[config.mk]
export PLATFORM = sky130hd
export DESIGN_NAME = wf3_filter
export DESIGN_NICKNAME = d
export VERILOG_FILES = /design/src/rtl/core/window_filter_3x3_top_defines.svh /design/src/rtl/core/wf3_pkg.sv /design/src/rtl/core/wf3_filter.sv
export SDC_FILE = /design/constraint.sdc
export NUM_CORES = 1
export LEC_CHECK = 0
export ABC_AREA = 1
export BUFFER_PORTS_ARGS = -buffer_cell sky130_fd_sc_hd__buf_2
export CAP_MARGIN = 20
export CORE_MARGIN = 8
export CORE_UTILIZATION = 57
export CTS_CLUSTER_DIAMETER = 150
export CTS_CLUSTER_SIZE = 24
export DETAILED_ROUTE_END_ITERATION = 7
export MAX_ROUTING_LAYER = met4
export PLACE_DENSITY = 0.82
export SLEW_MARGIN = 20
export SYNTH_ARGS = -nofsm -noshare
export SYNTH_HDL_FRONTEND = slang
export SYNTH_SLANG_ARGS = --single-unit
[constraint.sdc]
create_clock -name aclk -period 7.4 [get_ports aclk]
set_input_delay 2.22 -clock aclk [delete_from_list [all_inputs] [get_ports aclk]]
set_output_delay 2.22 -clock aclk [all_outputs]
set_load 0.01 [all_outputs]
[src/rtl/core/window_filter_3x3_top_defines.svh]
// assertion helpers for the filter rtl
`ifndef WINDOW_FILTER_3X3_TOP_DEFINES_SVH
`define WINDOW_FILTER_3X3_TOP_DEFINES_SVH

// same-cycle implication, disabled while in reset
`define WF3_ASSERT_IMP(label, clk, rstn, ante, cons, msg) \
    label: assert property (@(posedge clk) disable iff (!rstn) (ante) |-> (cons)) \
        else $error(msg);

// next-cycle implication, disabled while in reset
`define WF3_ASSERT_NXT(label, clk, rstn, ante, cons, msg) \
    label: assert property (@(posedge clk) disable iff (!rstn) (ante) |=> (cons)) \
        else $error(msg);

`endif

[src/rtl/core/wf3_pkg.sv]
package wf3_pkg;

    localparam int PIXEL_BITS   = 8;
    localparam int IMG_W_BITS   = 11;
    localparam int IMG_H_BITS   = 12;
    localparam int CFG_IDX_W    = 2;
    localparam int CFG_DATA_W   = 12;
    localparam int RESET_WIDTH  = 1024;
    localparam int RESET_HEIGHT = 768;
    localparam int MIN_SIZE     = 3;
    localparam int OUT_DEPTH    = 8;
    localparam int WIN_TAPS     = 9;
    localparam int WIN_CENTER   = 4;

    // register indexes
    localparam logic [CFG_IDX_W-1:0] REG_IMAGE_WIDTH  = 2'd0;
    localparam logic [CFG_IDX_W-1:0] REG_IMAGE_HEIGHT = 2'd1;
    localparam logic [CFG_IDX_W-1:0] REG_FILTER_MODE  = 2'd2;

    // request codes
    localparam logic REQ_PIXEL = 1'b0;
    localparam logic REQ_DRAIN = 1'b1;

    // filter modes
    localparam logic MODE_MEDIAN = 1'b0;
    localparam logic MODE_MEAN   = 1'b1;

    typedef logic [PIXEL_BITS-1:0] pix_t;
    typedef pix_t [WIN_TAPS-1:0] win_t;

    typedef struct packed {
        logic emit;
        logic interior;
        logic last;
        logic mode;
    } item_meta_t;

endpackage

[src/rtl/core/wf3_filter.sv]
module wf3_filter (
    input  logic                aclk,
    input  logic                aresetn,
    input  logic                in_valid,
    input  wf3_pkg::item_meta_t in_meta,
    input  wf3_pkg::win_t       win,
    output logic                out_valid,
    output wf3_pkg::pix_t       out_pixel,
    output logic                out_last
);
    import wf3_pkg::*;

    localparam int SUM_W       = PIXEL_BITS + 4;
    localparam int RECIP_W     = 13;
    localparam int RECIP_SHIFT = 16;
    // ceil(2^16 / 9), exact floor for sums of nine pixels
    localparam logic [RECIP_W-1:0] RECIP = 13'd7282;
    localparam int PROD_W      = SUM_W + RECIP_W;

    function automatic pix_t f_min(pix_t a, pix_t b);
        return (a < b) ? a : b;
    endfunction

    function automatic pix_t f_max(pix_t a, pix_t b);
        return (a < b) ? b : a;
    endfunction

    function automatic pix_t f_med3(pix_t a, pix_t b, pix_t c);
        return f_max(f_min(a, b), f_min(f_max(a, b), c));
    endfunction

    // stage a: sort each row, sum the window
    pix_t [2:0]       lo_next, md_next, hi_next;
    pix_t [2:0]       lo_reg, md_reg, hi_reg;
    logic [SUM_W-1:0] sum_next, sum_reg;
    pix_t             a_ctr_reg;
    logic             a_valid_reg;
    item_meta_t       a_meta_reg;

    // stage b: reduce across rows, scale the sum
    pix_t              mx_reg, mm_reg, mn_reg;
    logic [PROD_W-1:0] prod_reg;
    pix_t              b_ctr_reg;
    logic              b_valid_reg;
    item_meta_t        b_meta_reg;

    // stage c: final pick
    pix_t res_next, res_reg;
    logic out_valid_reg, out_last_reg;

    always_comb begin
        sum_next = '0;
        for (int r = 0; r < 3; r++) begin
            lo_next[r] = f_min(f_min(win[r*3], win[r*3 + 1]), win[r*3 + 2]);
            hi_next[r] = f_max(f_max(win[r*3], win[r*3 + 1]), win[r*3 + 2]);
            md_next[r] = f_med3(win[r*3], win[r*3 + 1], win[r*3 + 2]);
        end
        for (int i = 0; i < WIN_TAPS; i++) begin
            sum_next = sum_next + SUM_W'(win[i]);
        end
    end

    always_comb begin
        if (!b_meta_reg.interior) begin
            res_next = b_ctr_reg;
        end else if (b_meta_reg.mode == MODE_MEAN) begin
            res_next = prod_reg[RECIP_SHIFT +: PIXEL_BITS];
        end else begin
            res_next = f_med3(mx_reg, mm_reg, mn_reg);
        end
    end

    always_ff @(posedge aclk) begin
        if (!aresetn) begin
            a_valid_reg   <= 1'b0;
            b_valid_reg   <= 1'b0;
            out_valid_reg <= 1'b0;
        end else begin
            a_valid_reg   <= in_valid;
            b_valid_reg   <= a_valid_reg;
            out_valid_reg <= b_valid_reg;
        end
        lo_reg       <= lo_next;
        md_reg       <= md_next;
        hi_reg       <= hi_next;
        sum_reg      <= sum_next;
        a_ctr_reg    <= win[WIN_CENTER];
        a_meta_reg   <= in_meta;
        mx_reg       <= f_max(f_max(lo_reg[0], lo_reg[1]), lo_reg[2]);
        mm_reg       <= f_med3(md_reg[0], md_reg[1], md_reg[2]);
        mn_reg       <= f_min(f_min(hi_reg[0], hi_reg[1]), hi_reg[2]);
        prod_reg     <= PROD_W'(sum_reg) * PROD_W'(RECIP);
        b_ctr_reg    <= a_ctr_reg;
        b_meta_reg   <= a_meta_reg;
        res_reg      <= res_next;
        out_last_reg <= b_meta_reg.last;
    end

    assign out_valid = out_valid_reg;
    assign out_pixel = res_reg;
    assign out_last  = out_last_reg;

endmodule

== Yosys cells after proc, flatten, opt, wreduce, memory -nomap -nowiden ==
Cells that the tools add are included.

* Register bits: 165
* Bits of input ports: 79
* Word-level logic and storage cells: 90
* Output and inout bits: 10

* $mul: 1
* Order comparisons: 22
* Multiplexer cells: 32
* Add/subtract/negate cells: 8

{| class="wikitable"
|+ Operators by type and width
! operator !! count
|-
| $mux W8 || 32
|-
| $lt A8 B8 Y1 || 22
|-
| $add A12 B8 Y12 || 4
|-
| $mul A12 B12 Y23 const B || 1
|-
| $add A11 B8 Y12 || 1
|-
| $add A10 B8 Y11 || 1
|-
| $add A9 B8 Y10 || 1
|-
| $add A8 B8 Y9 || 1
|}

== Longest topological paths before layout ==
Gate-level depths: netlist (run 1).

* Word-level depth: 8
* Gate-level depth with buffers: 33
* Depth with buffers taken out: 30

== Worst setup path after synthesis (run 1) ==
Ideal clock, no wire load.

* Kind: input port to flip-flop
* Start: input win[59] (netlist bit)
* End: register md_reg[16] (netlist bit)
* Slack: 1.172 ns
* Stages: 26
* Required time: 7.286 ns
* Arrival: 6.114 ns
* Setup time: 0.114 ns
* Buffers on the path: 2
* Cell sequence: inv_1 > ha_1 > nand2_1 > o21ai_1 > nand4_1 > nand2_1 > clkbuf_1 > buf_2 > nand2_1 > o21ai_0 > ha_1 > a21oi_1 > nor2_1 > a211oi_1 > nand2_2 > inv_1 > nand2_1 > o21ai_0 > inv_1 > ha_1 > a21oi_1 > nor2_1 > a211oi_1 > nand2_4 > nand2_1 > nand2_1

{| class="wikitable"
|+ RTL lines
! what !! RTL line !! RTL
|-
| start, declared || wf3_filter.sv:6 || <nowiki>input wf3_pkg::win_t win,</nowiki>
|-
| end signal, assigned || wf3_filter.sv:84 || <nowiki>md_reg <= md_next;</nowiki>
|-
| end, declared || wf3_filter.sv:34 || <nowiki>pix_t [2:0] lo_reg, md_reg, hi_reg;</nowiki>
|}

==> results.ini, run 1 <==
[timing]
hold_viol_final=0
slew_headroom_pct=42.0
tightest_slew_ps=860
period_needed_ps=6360
setup_viol=0
fin_crit_sh_pct=85.9
finalSetupTns_ps=0
rsz0062_at_grt=false
skew_ps=12.7
max_freq_mhz=157
finalMaxSlewViolations=0

[clock_network]
cts.sinks=150
cts_hold_buffers=0
cts_tree=built
h-tree-depth=4
post_cts_buffers=0
clk_pin_slew_ps=60
cts-root-buf=clkbuf_16
ctsLongestPathBuffers=2
cts_buffers=17
insertion_delay_ps=430
post_cts_resized=0

[synthesis]
synth.top_cell.area_share_pct=22.8
synth_cell_types=35
netlist_area_mm2=0.0132
yosysTopAreaCell=dfxtp_1
ys_seq_area_share_pct=22.8
synth.area.top_cells=dfxtp_1 (23%), ha_1 (22%), fa_1 (13%)
syn_inst=1692
synth_flop_cell=dfxtp_1
avgSynthCellArea_um2=7.80
synth_enable_flop_cells=0
ys_warn_count=0
synthArstFlopShare_pct=0
synth-seq-cells=150
synth_fp_nets=2090

[global_route]
grt_pass1_wl_um=53700
antenna_found_initial=2
overflow=0
track_usage_pct=24.5
grt_pass1_vias=10900
grt_max_degree=33

[die]
fp-row-count=55
die_area_mm2=0.0283
die_h_um=168
ios=89
start_util_pct=58.1
die_w_um=168
coreArea_mm2=0.0227

[setup_path]
path_class=in -> reg
max_stage_delay_ps=350
cpLargestDelayFamily=compound AO/OA/AOI/OAI gates
critPathBufInv=6
startpoint_type=input pin
setup.worst_path.end_class=flop
crit_start=win[33]
r2r_start=mm_reg[7]
cp.arrival_ps=6670
crit_path_top_delay_cell=nand2_1
required_ps=7710
worstPathMaxFanout=16
path_common_cell=nand2_1

[cells_and_area]
fin_area_mm2=0.0145
syn2layout_area_growth_pct=9.88
layout-drive-gt1-share_pct=8.83
layout_commonest_cell=nand2_1
fillers=1920
layout.nets=2175
layout_common_cells=nand2_1 (390), inv_1 (266), ha_1 (235)

[placement]
post-dp-hpwl_um=28600
placed_area_mm2=0.0139
gpl.final_weighted_congestion=0.999
port-buffer-count=87

[drt]
via_count=11400
firstDrtPassIters=7
detail_route.wl_per_cell_um=16.2
totalWireLength_um=33600
vias_per_cell=5.51
drc=0
drt_iter0_drc=850
antenna_left=0

[run]
maxCapViolCount=0

[worst_hold_path]
hp-class=reg -> reg
hp-start=a_ctr_reg[1]

[run_status]
outcome=finished, final reports clean

## kinds of logic (layout without fill, tap and decap cells)
group / after synthesis / after routing / synth area share (%)
compound gates: 335 / 335 / 13.7
xor+xnor: 18 / 18 / 1.19
fa+ha+maj: 319 / 319 / 35.0
buf+inv: 298 / 396 / 8.75
flops: 150 / 150 / 22.8
other cells: 0 / 1 / 0
simple gates: 572 / 572 / 18.6
## routing by layer
metal | track usage [%] | up-vias | wire (um)
met1 | 31.6 | 5301 | 15200
met5 | - | - | 0
met4 | 9.63 | 0 | 1120
li1 | - | 5673 | -
met3 | 2.97 | 55 | 1990
met2 | 39.0 | 408 | 15300
## cell usage after synthesis (all sizes together) (10+ instances only)
cell	number
nor2	78
inv	266
o21ai	173
dfxtp	150
nand3	38
a211oi	15
a21oi	125
nand3b	31
nand2	411
ha	235
nand4	10
fa	84
xor2	10
buf	23
## final timing paths
kind | end | slack [ps] | depth (start not counted)
worst max-delay path | md_reg[9] | 1040 | 27
worst min register to register | b_ctr_reg[1] | 330 | 0
worst max register to register | out_pixel[5] | 2670 | 20
worst min-delay path | b_ctr_reg[1] | 330 | 0
## final cells by class
type	count	area (um2)	area share [%]
diodes	1	2.50	0.0173
clock buffers	17	425	2.93
clock inverters	15	158	1.09
inverters	266	998	6.89
multi-input cells	1244	9040	62.3
flip-flops and latches	150	3000	20.7
well taps	285	357	2.46
repair buffers	98	518	3.57
## through the flow
step                      worst slack (ps)  hold WS [ps]  util (%)  instances
after global routing                   647           331      63.8       2075
after detailed placement               776           315      61.3       2043
after floorplan                       1170           310         -       1692
after global placement                 851           310      61.3       2043
after CTS                             1210           330      63.8       2075
final                                 1040           328      63.8       2076
Power of run 1 is not shown: default switching activity piles up to over one toggle a cycle in this logic, so the estimate is an artifact.
==> run 2, diff against run 1 <==
PLACE_DENSITY = 0.83   (was 0.82)
==> run 2 against run 1 <==
Against the previous run:
- cell area is essentially flat
- die area is the same
- register-to-register slack lost 240 ps
- wire length grew 1.7%
- highest routed layer unchanged
- maximum frequency shrank 1.5%
- non-clock buffer count shrank 2
- clock-buffer cell count grew 2
- critical path depth shrank 3
==> results.ini, run 2 (same netlist as run 1, synthesis figures left out) <==
[run_status]
outcome=finished, final reports clean

[timing]
finalSetupTns_ps=0  ; unchanged
setup_viol=0  ; unchanged
max_freq_mhz=155  ; -1.5%
slew_headroom_pct=44.8  ; +2.8 points
rsz0062_at_grt=false
finalMaxSlewViolations=0  ; unchanged
tightest_slew_ps=819  ; -41.5 ps
fin_crit_sh_pct=87.3  ; +1.3 points
skew_ps=6.97  ; -5.70 ps
period_needed_ps=6460  ; +99.2 ps
hold_viol_final=0  ; unchanged

[setup_path]
reg2reg_slack_ps=2430  ; -240 ps
r2r-end=out_pixel[5]
setup.worst_path.end_class=flop
worstPathMaxFanout=28  ; +12
required_ps=7720  ; about the same
reg2reg_depth=20  ; unchanged
cp.arrival_ps=6770  ; +100 ps
path_class=in -> reg
r2r_start=mm_reg[7]
startpoint_type=input pin

[worst_hold_path]
holdPathEnd=b_ctr_reg[2]
hp-start=a_ctr_reg[2]
min_path_cells=0  ; unchanged
hp-class=reg -> reg

[placement]
post-dp-hpwl_um=28900  ; +1.1%
port-buffer-count=87  ; unchanged
placed_area_mm2=0.0139  ; -0.11%
gpl.final_weighted_congestion=0.981  ; -1.8%

[die]
coreArea_mm2=0.0227  ; unchanged
die_w_um=168  ; unchanged
ios=89  ; unchanged
fp-row-count=55  ; unchanged
die_h_um=168  ; unchanged
start_util_pct=58.1  ; unchanged
die_area_mm2=0.0283  ; unchanged

[clock_network]
cts_hold_buffers=0  ; unchanged
post_cts_resized=0  ; unchanged
h-tree-depth=4  ; unchanged
cts_buffers=17  ; unchanged
insertion_delay_ps=430  ; about the same
cts-root-buf=clkbuf_16
ctsLongestPathBuffers=2  ; unchanged
cts.sinks=150  ; unchanged
cts_tree=built
post_cts_buffers=0  ; unchanged
clk_pin_slew_ps=60  ; about the same

[cells_and_area]
multiInputGateArea_mm2=0.00904  ; unchanged
layout-drive-gt1-share_pct=8.46  ; -0.37 points
antenna_cells=0  ; -1
layout_commonest_cell=nand2_1
fin_area_mm2=0.0145  ; about the same
layout.nets=2173  ; -0.092%
layout_common_cells=nand2_1 (390), inv_1 (266), ha_1 (235)
fillers=1925  ; +0.26%
syn2layout_area_growth_pct=9.81  ; about the same
regArea_mm2=0.00300  ; unchanged

[drt]
antenna_left=0  ; unchanged
drc=0  ; unchanged
detail_route.wl_per_cell_um=16.5  ; +2.0%
firstDrtPassIters=6  ; -1
drt_iter0_drc=983  ; +16%
vias_per_cell=5.49  ; -0.29%
totalWireLength_um=34100  ; +1.7%
via_count=11400  ; -0.58%

[global_route]
track_usage_pct=25.3  ; +0.76 points
grt_max_degree=33  ; unchanged
overflow=0  ; unchanged
grt_pass1_wl_um=55400  ; +3.2%
grt_pass1_vias=11200  ; +2.7%
antenna_found_initial=0  ; -2

[run]
maxCapViolCount=0  ; unchanged

## run 2: changes by cell type in the layout (fill, tap and decap cells not counted), sizes merged
cell | before | now
clkinv | 2 | 3
clkbuf | 17 | 19
buf | 98 | 96
bufinv | 1 | 4
clkinvlp | 1 | 3
diode | 1 | 0
inv | 277 | 266
## run 2: critical path, stage by stage
cell	delay, ps
buf_2	110
inv_1	80
ha_1	290
a21oi_1	160
o21a_1	160
nand2_1	240
o21ai_0	500
ha_1	340
a21oi_1	150
nor2_1	50
a211oi_1	300
nand2_2	330
inv_1	200
nand2_1	60
o21ai_0	180
inv_1	110
ha_1	320
a21oi_1	150
nor2_1	60
a211oi_1	310
buf_4	230
nand2_4	80
nand2_1	60
nand2_1	70
## run 2: per-stage QoR
stage / util [%] / cells / worst slack (ps) / hold WS (ps)
finish: 63.8 / 2070 / 942 / 326
global route: 63.8 / 2070 / 542 / 331
CTS: 63.8 / 2070 / 1060 / 325
detailed placement: 61.2 / 2041 / 627 / 312
global placement: 61.2 / 2041 / 854 / 310
floorplan: - / 1692 / 1170 / 310
## run 2: worst max-delay path by stage
stage | from | cells after the start | end
final | win[15] | 24 | md_reg[3]
after global routing | win[11] | 25 | md_reg[3]
after CTS | win[15] | 24 | md_reg[3]
after detailed placement | win[15] | 24 | md_reg[3]
after global placement | win[9] | 25 | md_reg[3]
after floorplan | win[59] | 26 | md_reg[16]
## run 2: area by class of cell
cell class              count  share of cell area, %
multi-input cells        1244                   62.4
flip-flops and latches    150                   20.7
inverters                 266                   6.89
repair buffers             96                   3.47
clock buffers              19                   2.99
well taps                 285                   2.46
clock inverters            10                   1.09
## run 2: metal layers
metal  vias up  GRT usage (%)  routed length [um]
li1       5667              -                   -
met1      5197           31.9               15100
met2       441           40.7               15600
met3        66           3.86                2350
met4         0           9.63                1090
met5         -              -                   0
Power of run 2 is left out for the same reason.
