==> config.mk <==
export PLATFORM = sky130hd
export DESIGN_NAME = wf3_ctrl
export DESIGN_NICKNAME = d
export VERILOG_FILES = /design/src/rtl/core/window_filter_3x3_top_defines.svh /design/src/rtl/core/wf3_pkg.sv /design/src/rtl/core/wf3_ctrl.sv
export SDC_FILE = /design/constraint.sdc
export NUM_CORES = 2
export LEC_CHECK = 0
export ABC_AREA = 0
export BUFFER_PORTS_ARGS = -buffer_cell sky130_fd_sc_hd__buf_2
export CORE_ASPECT_RATIO = 0.7
export CORE_MARGIN = 2
export CORE_UTILIZATION = 60
export DETAILED_ROUTE_END_ITERATION = 10
export PLACE_DENSITY_LB_ADDON = 0.12
export SKIP_CTS_REPAIR_TIMING = 1
export SYNTH_ARGS = -nofsm -noshare
export SYNTH_HDL_FRONTEND = slang
export SYNTH_SLANG_ARGS = --single-unit
export TNS_END_PERCENT = 1
==> constraint.sdc <==
create_clock -name aclk -period 6.12 [get_ports aclk]
set_input_delay 0.612 -clock aclk [delete_from_list [all_inputs] [get_ports aclk]]
set_output_delay 0.612 -clock aclk [all_outputs]
set_load 0.05 [all_outputs]
==> src/rtl/core/window_filter_3x3_top_defines.svh <==
// assertion helpers for the filter rtl
`ifndef WINDOW_FILTER_3X3_TOP_DEFINES_SVH
`define WINDOW_FILTER_3X3_TOP_DEFINES_SVH

// same-cycle implication, disabled while in reset
`define WF3_ASSERT_IMP(label, clk, rstn, ante, cons, msg) \
    label: assert property (@(posedge clk) disable iff (!rstn) (ante) |-> (cons)) \
        else $error(msg);

// next-cycle implication, disabled while in reset
`define WF3_ASSERT_NXT(label, clk, rstn, ante, cons, msg) \
    label: assert property (@(posedge clk) disable iff (!rstn) (ante) |=> (cons)) \
        else $error(msg);

`endif

==> src/rtl/core/wf3_pkg.sv <==
package wf3_pkg;

    localparam int PIXEL_BITS   = 8;
    localparam int IMG_W_BITS   = 11;
    localparam int IMG_H_BITS   = 12;
    localparam int CFG_IDX_W    = 2;
    localparam int CFG_DATA_W   = 12;
    localparam int RESET_WIDTH  = 1024;
    localparam int RESET_HEIGHT = 768;
    localparam int MIN_SIZE     = 3;
    localparam int OUT_DEPTH    = 8;
    localparam int WIN_TAPS     = 9;
    localparam int WIN_CENTER   = 4;

    // register indexes
    localparam logic [CFG_IDX_W-1:0] REG_IMAGE_WIDTH  = 2'd0;
    localparam logic [CFG_IDX_W-1:0] REG_IMAGE_HEIGHT = 2'd1;
    localparam logic [CFG_IDX_W-1:0] REG_FILTER_MODE  = 2'd2;

    // request codes
    localparam logic REQ_PIXEL = 1'b0;
    localparam logic REQ_DRAIN = 1'b1;

    // filter modes
    localparam logic MODE_MEDIAN = 1'b0;
    localparam logic MODE_MEAN   = 1'b1;

    typedef logic [PIXEL_BITS-1:0] pix_t;
    typedef pix_t [WIN_TAPS-1:0] win_t;

    typedef struct packed {
        logic emit;
        logic interior;
        logic last;
        logic mode;
    } item_meta_t;

endpackage

==> src/rtl/core/wf3_ctrl.sv <==
module wf3_ctrl #(
    parameter int MAX_WIDTH = 1024
) (
    input  logic                             aclk,
    input  logic                             aresetn,
    input  logic                             cfg_valid,
    output logic                             cfg_ready,
    input  logic [wf3_pkg::CFG_IDX_W-1:0]    cfg_index,
    input  logic [wf3_pkg::CFG_DATA_W-1:0]   cfg_data,
    input  logic                             s_valid,
    output logic                             s_ready,
    input  logic                             s_req_type,
    input  wf3_pkg::pix_t                    s_pixel_in,
    input  logic                             room_ok,
    output logic                             emit_take,
    output logic                             item_valid,
    output logic [$clog2(MAX_WIDTH)-1:0]     item_addr,
    output wf3_pkg::pix_t                    item_px,
    output wf3_pkg::item_meta_t              item_meta,
    output logic                             clr_en,
    output logic [$clog2(MAX_WIDTH)-1:0]     clr_addr
);
    import wf3_pkg::*;

    localparam int COL_W = $clog2(MAX_WIDTH);
    localparam int WD_W  = $clog2(MAX_WIDTH + 1);
    localparam int ROW_W = IMG_H_BITS;
    localparam int LIN_W = ROW_W + WD_W;
    localparam int RST_W = (RESET_WIDTH > MAX_WIDTH) ? MAX_WIDTH : RESET_WIDTH;

    logic [WD_W-1:0]  width_reg, width_next;
    logic [ROW_W-1:0] height_reg, height_next;
    logic             mode_reg, mode_next;
    logic             recalc_reg, recalc_next;
    logic             clr_busy_reg, clr_busy_next;
    logic [COL_W-1:0] clr_addr_reg, clr_addr_next;
    logic [COL_W-1:0] in_col_reg, in_col_next, out_col_reg, out_col_next;
    logic [ROW_W-1:0] in_row_reg, in_row_next, out_row_reg, out_row_next;
    logic [LIN_W-1:0] in_lin_reg, in_lin_next, out_lin_reg, out_lin_next;
    logic [LIN_W-1:0] wh_reg, wh_next;

    logic [31:0]      cfg_w32;
    logic [WD_W-1:0]  w_clamped;
    logic [ROW_W-1:0] h_raw, h_clamped;
    logic [WD_W-1:0]  w_m1;
    logic [ROW_W-1:0] h_m1;
    logic             in_col_end, in_row_end, out_col_end, out_row_end;
    logic [LIN_W-1:0] in_lin_adv, out_lin_adv;
    logic             behind, d_huge, pix_emit, drain_emit;
    logic [LIN_W:0]   wrap_sum, d_val;
    logic             acc, is_drain, emit;
    logic [COL_W-1:0] drain_addr;
    logic             row_inner, col_inner;

    // clamp register writes to the usable range
    always_comb begin
        cfg_w32 = 32'(cfg_data[IMG_W_BITS-1:0]);
        if (cfg_w32 < 32'(MIN_SIZE)) begin
            w_clamped = WD_W'(MIN_SIZE);
        end else if (cfg_w32 > 32'(MAX_WIDTH)) begin
            w_clamped = WD_W'(MAX_WIDTH);
        end else begin
            w_clamped = WD_W'(cfg_w32);
        end
        h_raw = cfg_data[IMG_H_BITS-1:0];
        h_clamped = (h_raw < ROW_W'(MIN_SIZE)) ? ROW_W'(MIN_SIZE) : h_raw;
    end

    // positions and distance between input and output
    always_comb begin
        w_m1 = width_reg - 1'b1;
        h_m1 = height_reg - 1'b1;
        in_col_end  = WD_W'(in_col_reg) >= w_m1;
        in_row_end  = in_row_reg >= h_m1;
        out_col_end = WD_W'(out_col_reg) >= w_m1;
        out_row_end = out_row_reg >= h_m1;

        if (!in_col_end) begin
            in_lin_adv = in_lin_reg + 1'b1;
        end else if (in_row_end) begin
            in_lin_adv = '0;
        end else begin
            in_lin_adv = in_lin_reg - LIN_W'(in_col_reg) + LIN_W'(width_reg);
        end
        if (!out_col_end) begin
            out_lin_adv = out_lin_reg + 1'b1;
        end else if (out_row_end) begin
            out_lin_adv = '0;
        end else begin
            out_lin_adv = out_lin_reg - LIN_W'(out_col_reg) + LIN_W'(width_reg);
        end

        behind   = in_lin_reg < out_lin_reg;
        wrap_sum = {1'b0, in_lin_reg} + {1'b0, wh_reg};
        // still behind after the frame wrap: the distance is huge
        d_huge   = behind && (wrap_sum < {1'b0, out_lin_reg});
        d_val    = behind ? (wrap_sum - {1'b0, out_lin_reg})
                          : ({1'b0, in_lin_reg} - {1'b0, out_lin_reg});
        pix_emit   = d_huge || (d_val > (LIN_W+1)'(width_reg));
        drain_emit = d_huge || (d_val != '0);

        drain_addr = out_col_end ? '0 : out_col_reg + 1'b1;
        row_inner  = (out_row_reg != '0)
                  && (({1'b0, out_row_reg} + (ROW_W+1)'(2)) <= {1'b0, height_reg});
        col_inner  = (out_col_reg != '0)
                  && (((WD_W+1)'(out_col_reg) + (WD_W+1)'(2)) <= (WD_W+1)'(width_reg));
    end

    assign cfg_ready = 1'b1;
    assign s_ready   = !clr_busy_reg && !recalc_reg && room_ok;
    assign acc       = s_valid && s_ready;
    assign is_drain  = (s_req_type == REQ_DRAIN);
    assign emit      = is_drain ? drain_emit : pix_emit;
    assign emit_take = acc && emit;

    assign item_valid         = acc && (!is_drain || drain_emit);
    assign item_addr          = is_drain ? drain_addr : in_col_reg;
    assign item_px            = is_drain ? '0 : s_pixel_in;
    assign item_meta.emit     = emit;
    assign item_meta.interior = row_inner && col_inner;
    assign item_meta.last     = out_row_end && out_col_end;
    assign item_meta.mode     = mode_reg;

    assign clr_en   = clr_busy_reg;
    assign clr_addr = clr_addr_reg;

    always_comb begin
        width_next    = width_reg;
        height_next   = height_reg;
        mode_next     = mode_reg;
        recalc_next   = cfg_valid;
        clr_busy_next = clr_busy_reg;
        clr_addr_next = clr_addr_reg;
        in_col_next   = in_col_reg;
        in_row_next   = in_row_reg;
        out_col_next  = out_col_reg;
        out_row_next  = out_row_reg;
        in_lin_next   = in_lin_reg;
        out_lin_next  = out_lin_reg;
        wh_next       = wh_reg;

        if (cfg_valid) begin
            unique case (cfg_index)
                REG_IMAGE_WIDTH:  width_next  = w_clamped;
                REG_IMAGE_HEIGHT: height_next = h_clamped;
                REG_FILTER_MODE:  mode_next   = cfg_data[0];
                default: ;
            endcase
        end

        if (clr_busy_reg) begin
            clr_addr_next = clr_addr_reg + 1'b1;
            if (clr_addr_reg == COL_W'(MAX_WIDTH - 1)) begin
                clr_busy_next = 1'b0;
            end
        end

        // rebuild linear positions after a size change
        if (recalc_reg) begin
            in_lin_next  = LIN_W'(in_row_reg) * LIN_W'(width_reg) + LIN_W'(in_col_reg);
            out_lin_next = LIN_W'(out_row_reg) * LIN_W'(width_reg) + LIN_W'(out_col_reg);
            wh_next      = LIN_W'(height_reg) * LIN_W'(width_reg);
        end

        if (acc && !is_drain) begin
            in_lin_next = in_lin_adv;
            in_col_next = in_col_end ? '0 : in_col_reg + 1'b1;
            if (in_col_end) begin
                in_row_next = in_row_end ? '0 : in_row_reg + 1'b1;
            end
        end
        if (emit_take) begin
            out_lin_next = out_lin_adv;
            out_col_next = out_col_end ? '0 : out_col_reg + 1'b1;
            if (out_col_end) begin
                out_row_next = out_row_end ? '0 : out_row_reg + 1'b1;
            end
        end
    end

    always_ff @(posedge aclk) begin
        if (!aresetn) begin
            width_reg    <= WD_W'(RST_W);
            height_reg   <= ROW_W'(RESET_HEIGHT);
            mode_reg     <= MODE_MEDIAN;
            recalc_reg   <= 1'b1;
            clr_busy_reg <= 1'b1;
            clr_addr_reg <= '0;
            in_col_reg   <= '0;
            in_row_reg   <= '0;
            out_col_reg  <= '0;
            out_row_reg  <= '0;
            in_lin_reg   <= '0;
            out_lin_reg  <= '0;
            wh_reg       <= '0;
        end else begin
            width_reg    <= width_next;
            height_reg   <= height_next;
            mode_reg     <= mode_next;
            recalc_reg   <= recalc_next;
            clr_busy_reg <= clr_busy_next;
            clr_addr_reg <= clr_addr_next;
            in_col_reg   <= in_col_next;
            in_row_reg   <= in_row_next;
            out_col_reg  <= out_col_next;
            out_row_reg  <= out_row_next;
            in_lin_reg   <= in_lin_next;
            out_lin_reg  <= out_lin_next;
            wh_reg       <= wh_next;
        end
    end

endmodule

## Word-level counts from Yosys, hierarchy flattened

Index checks and enable logic that the tools add are counted.

- $add $sub $neg: 20
- $mul: 3
- $lt $le $gt $ge: 12
- Equality and inequality tests: 3
- Mux-type cells: 21
- Reduce and logical (&&, ||, !) cells: 28

Operators by type and width:

| kind | count |
|---|---|
| $mux W23 | 8 |
| $mul A12 B11 Y23 | 3 |
| $add A23 B1 Y23 const B | 2 |
| $add A23 B10 Y23 | 2 |
| $add A23 B11 Y23 | 2 |
| $sub A23 B10 Y23 | 2 |
| $mux W12 | 3 |
| $add A10 B1 Y10 const B | 3 |
| $mux W10 | 3 |
| $add A12 B1 Y12 const B | 2 |
| $add A23 B23 Y24 | 1 |
| $ge A12 B12 Y1 | 2 |
| $gt A24 B11 Y1 | 1 |
| $lt A24 B23 Y1 | 1 |
| $mux W24 | 1 |
| $reduce_bool A24 Y1 | 1 |
| $sub A23 B23 Y24 | 1 |
| $sub A24 B23 Y24 | 1 |
| $lt A23 B23 Y1 | 1 |
| $ge A10 B11 Y1 | 2 |
| $mux W11 | 2 |
| $add A12 B2 Y13 const B | 1 |
| $le A13 B12 Y1 | 1 |
| $lt A12 B2 Y1 const B | 1 |
| other kinds (19) | 40 |

- Register bits after elaboration: 149
- Bits of input ports: 28
- Output and inout bits: 37
- Word-level logic and storage cells: 100

## Logic depth before layout (Yosys ltp)

- Depth after elaboration: 8
- Depth in mapped cells: 32

## Worst setup path after synthesis

OpenSTA, ideal clock, no wires.

- Kind: register to output
- From: reg in_lin_reg[0]
- To: out item_valid
- Data arrival time: 5.776 ns
- Path slack: -0.268 ns
- Stages on the path, launching flop included: 29
- Path buffers: 1
- Cell sequence: dfxtp_1 ha_1 inv_1 fa_1 nor2b_1 o21ai_0 a21boi_0 o21a_1 o21ai_0 a21oi_1 a211o_1 a21o_1 a221o_1 o41a_1 a21oi_1 xnor2_1 ha_1 clkbuf_1 and3_1 a221o_1 a211o_1 a31oi_1 xnor2_1 nor2_1 and4_4 o21a_1 nor2_1 a21oi_1 nor2_1

- Cells in the longest elaborated chain, start to end: 7
- Elaborated cells on any way between the ends: 11

RTL lines:

| element | RTL line | source |
|---|---|---|
| start, declared | wf3_ctrl.sv:39 | `logic [LIN_W-1:0] in_lin_reg, in_lin_next, out_lin_reg, out_lin_next;` |
| start signal, assigned | wf3_ctrl.sv:207 | `in_lin_reg <= in_lin_next;` |
| $add A23 B23 Y24 | wf3_ctrl.sv:94 | `wrap_sum = {1'b0, in_lin_reg} + {1'b0, wh_reg};` |
| $sub A24 B23 Y24 | wf3_ctrl.sv:97 | `d_val = behind ? (wrap_sum - {1'b0, out_lin_reg})` |
| $mux W24 | wf3_ctrl.sv:97 |  |
| $reduce_bool A24 Y1 | wf3_ctrl.sv:100 | `drain_emit = d_huge \|\| (d_val != '0);` |
| $logic_or A1 B1 Y1 * | wf3_ctrl.sv:100 |  |
| $logic_or A1 B1 Y1 * | wf3_ctrl.sv:116 | `assign item_valid = acc && (!is_drain \|\| drain_emit);` |
| $logic_and A1 B1 Y1 * | wf3_ctrl.sv:116 |  |
| end, declared | wf3_ctrl.sv:16 | `output logic item_valid,` |

Every way passes the cells marked *; elsewhere a longest branch is shown, timed or not.

## Worst setup path in the final report

- From: reg in_lin_reg[0]
- To: out emit_take

- Cells in the longest elaborated chain, start to end: 7
- Elaborated cells on any way between the ends: 13

RTL lines:

| element | RTL line | source |
|---|---|---|
| $add A23 B23 Y24 | wf3_ctrl.sv:94 |  |
| $sub A24 B23 Y24 | wf3_ctrl.sv:97 |  |
| $mux W24 | wf3_ctrl.sv:97 |  |
| $gt A24 B11 Y1 / $reduce_bool A24 Y1 (equally long branches) | wf3_ctrl.sv:99, wf3_ctrl.sv:100 |  |
| $logic_or A1 B1 Y1 (on tied branches) | wf3_ctrl.sv:99, wf3_ctrl.sv:100 |  |
| $mux W1 * | wf3_ctrl.sv:113 | `assign emit = is_drain ? drain_emit : pix_emit;` |
| $logic_and A1 B1 Y1 * | wf3_ctrl.sv:114 | `assign emit_take = acc && emit;` |
| end, declared | wf3_ctrl.sv:15 | `output logic emit_take,` |

Marked as above.

==> impl_metrics.tcl <==
set metrics [dict create \
    grt_pass1_vias 27346 \
    core_um2 49000 \
    initial_core_util 0.604 \
    wl_met1_um 43300 \
    violations "setup timing" \
    port_buffers 63 \
    cts_buffer_depth 2 \
    yosys_warnings 0 \
    syn2layout_area_growth_pct 10.8 \
    syn-cell-area_um2 29600 \
    yosysMostFrequentCell "inv_1" \
    drt_pass1_iterations 6 \
    worst_pin_slew_ps 1100 \
    dieHeight_um 190 \
    ys_ff_latch 149 \
    route.met3.wl_um 13400 \
    synth_edf_count 0 \
    synth_nets 4454 \
    cp_data_required_time_ps 5510 \
    ant_nets 0 \
    p_leak_nw 16.0 \
    htreeDepth 4 \
    clock_skew_ps 17.5 \
    fin_nets 4593 \
    worstSetupPathType "flip-flop to output port" \
    synth_top_area_frac 0.210 \
    final.min_clock_period_ps 6610 \
    maxCapViolCount 0 \
    fp-row-count 68 \
    maxSlewHeadroom 0.265 \
    status "finished with violations" \
    slowest_delay_ps 390 \
    setup_viol 23 \
    synth_common_cells "inv_1, ha_1, nand2_1" \
    ys_seq_area_frac 0.101 \
    crit_arrival_ps 6000 \
    worstHoldPathType "primary input to flip-flop" \
    synth_area_leader_cell "fa_1" \
    end_kind "output port" \
    cts_sinks 149 \
    synth.avg_cell_area_um2 7.99 \
    grt_usage 0.402 \
    finalInstanceArea_um2 32800 \
    rsz0062_at_grt "yes" \
    critPathMaxFanout 5 \
    period_share 1.08 \
    slowest_stage "o31a_4" \
    power.density_nw_per_um2 98.9 \
    synth_ff_type "dfxtp_1" \
    ys_types 91 \
    wl_per_cell_um 22.8 \
    maxSlewViolCount 0 \
    antenna_found_initial 5 \
    cp-start-kind "flip-flop" \
    vias_per_cell 6.30 \
    cts_tree "done" \
    cts_root_buf "clkbuf_16" \
    dpl.hpwl_um 83100 \
    globalplace.congestion 1.01 \
    drtIter0Drc 3168 \
    vias 28462 \
    grt_max_degree 72 \
    post-route-util 0.669 \
    hold_viol_final 0 \
    detailed_place.area_um2 31800 \
    drc_errors 0 \
    wl_met2_um 42600 \
    gr-total-overflow 0 \
    grt_pass1_wl_um 158000 \
    timing.fmax_ghz 0.151 \
    insertion_delay_ps 480 \
    fin_ws_ps -495 \
    post-place-ws_ps -280 \
    top_layer_used "met5" \
    synth_cells 3701 \
    peakVddDrop_mv 0.130 \
    drive_gt1_frac 0.113 \
    die_area_um2 51100 \
    synthTopCellsByArea "fa_1, ha_1, dfxtp_1" \
    die_w_um 269 \
    ioPinCount 65 \
    cts_buffers 17 \
    synthArstFlopShare 0 \
    path_clk_slew_ps 80 \
    routed_wl_um 103000 \
]
logic make-up (layout without fill, tap and decap cells):
kind of cell / after synthesis / in the layout / share of synthesized area
AND/OR/NAND/NOR: 1167 / 1167 / 0.186
multiplexers: 40 / 40 / 0.0140
flip-flops: 149 / 149 / 0.101
buffers and inverters: 690 / 842 / 0.0900
other: 1 / 3 / 0.000127
XOR/XNOR: 230 / 230 / 0.0681
adder cells (fa/ha/maj): 725 / 725 / 0.385
AO/OA/AOI/OAI: 699 / 699 / 0.156
worst paths after layout:
check                                  start                          end  slack, ps  depth (start not counted)
setup / recovery  in_lin_reg[0]$_SDFFE_PN0P_                    emit_take       -490                         29
hold / removal                   cfg_data[5]   height_reg[5]$_SDFFE_PN0P_        410                          3
setup reg to reg  in_lin_reg[0]$_SDFFE_PN0P_  out_row_reg[4]$_SDFFE_PN0P_       -260                         31
hold reg to reg       wh_reg[0]$_SDFFE_PN0P_       wh_reg[0]$_SDFFE_PN0P_        480                          2
layer usage:
metal | up-vias | track usage
li1 | 12690 | -
met1 | 13819 | 0.569
met2 | 1685 | 0.593
met3 | 264 | 0.109
met4 | 4 | 0.135
met5 | - | 0
area by class of cell:
type | count | area (µm²)
Timing Repair Buffer | 286 | 2150
Clock buffer | 18 | 439
Clock inverter | 14 | 156
Multi-Input combinational cell | 2862 | 24200
Tap cell | 665 | 832
Fill cell | 4219 | 16200
Sequential cell | 149 | 3000
Inverter | 524 | 1970
Antenna cell | 2 | 5.00
critical path: cells and delay by family, from the launching register on:
kind / cells / cell delay (ps)
compound gates: 14 / 2880
simple gates: 5 / 810
fa+ha+maj: 3 / 680
buf+inv: 5 / 570
flops: 1 / 340
xor+xnor: 2 / 250
power breakdown:
part	internal (mW)	switching [mW]	leakage, nW
registers	0.986	0.0330	1.21
logic	0.444	0.623	14.5
clock network	0.594	0.562	0.295
total	2.02	1.22	16.0
per-stage QoR:
step                setup TNS (ps)  total power [mW]  hold WS [ps]  std cells
finish                       -3150              3.24           407       4520
global route                -11650              3.36           412       4518
CTS                          -9950              3.18           396       4509
detailed placement           -5760              2.04           463       4477
global placement             -3920              2.02           454       4477
floorplan                        0              1.73           439       3701
cell usage in the layout, fill, tap and decap left out, types with 32 or more instances in the layout:
| cell type | count |
|---|---|
| buf_2 | 61 |
| inv_1 | 511 |
| a211oi_1 | 32 |
| nor2_1 | 275 |
| a21oi_1 | 180 |
| a21o_1 | 66 |
| fa_1 | 309 |
| nor3_1 | 61 |
| o21ai_0 | 122 |
| nand3_1 | 96 |
| o21a_1 | 46 |
| and3_1 | 34 |
| dfxtp_1 | 133 |
| ha_1 | 414 |
| nand4_1 | 44 |
| and2_1 | 74 |
| xor2_1 | 54 |
| buf_4 | 208 |
| mux2i_1 | 32 |
| xnor2_1 | 174 |
| nand2_1 | 408 |
Note: power is estimated with default switching activity, not from simulation.
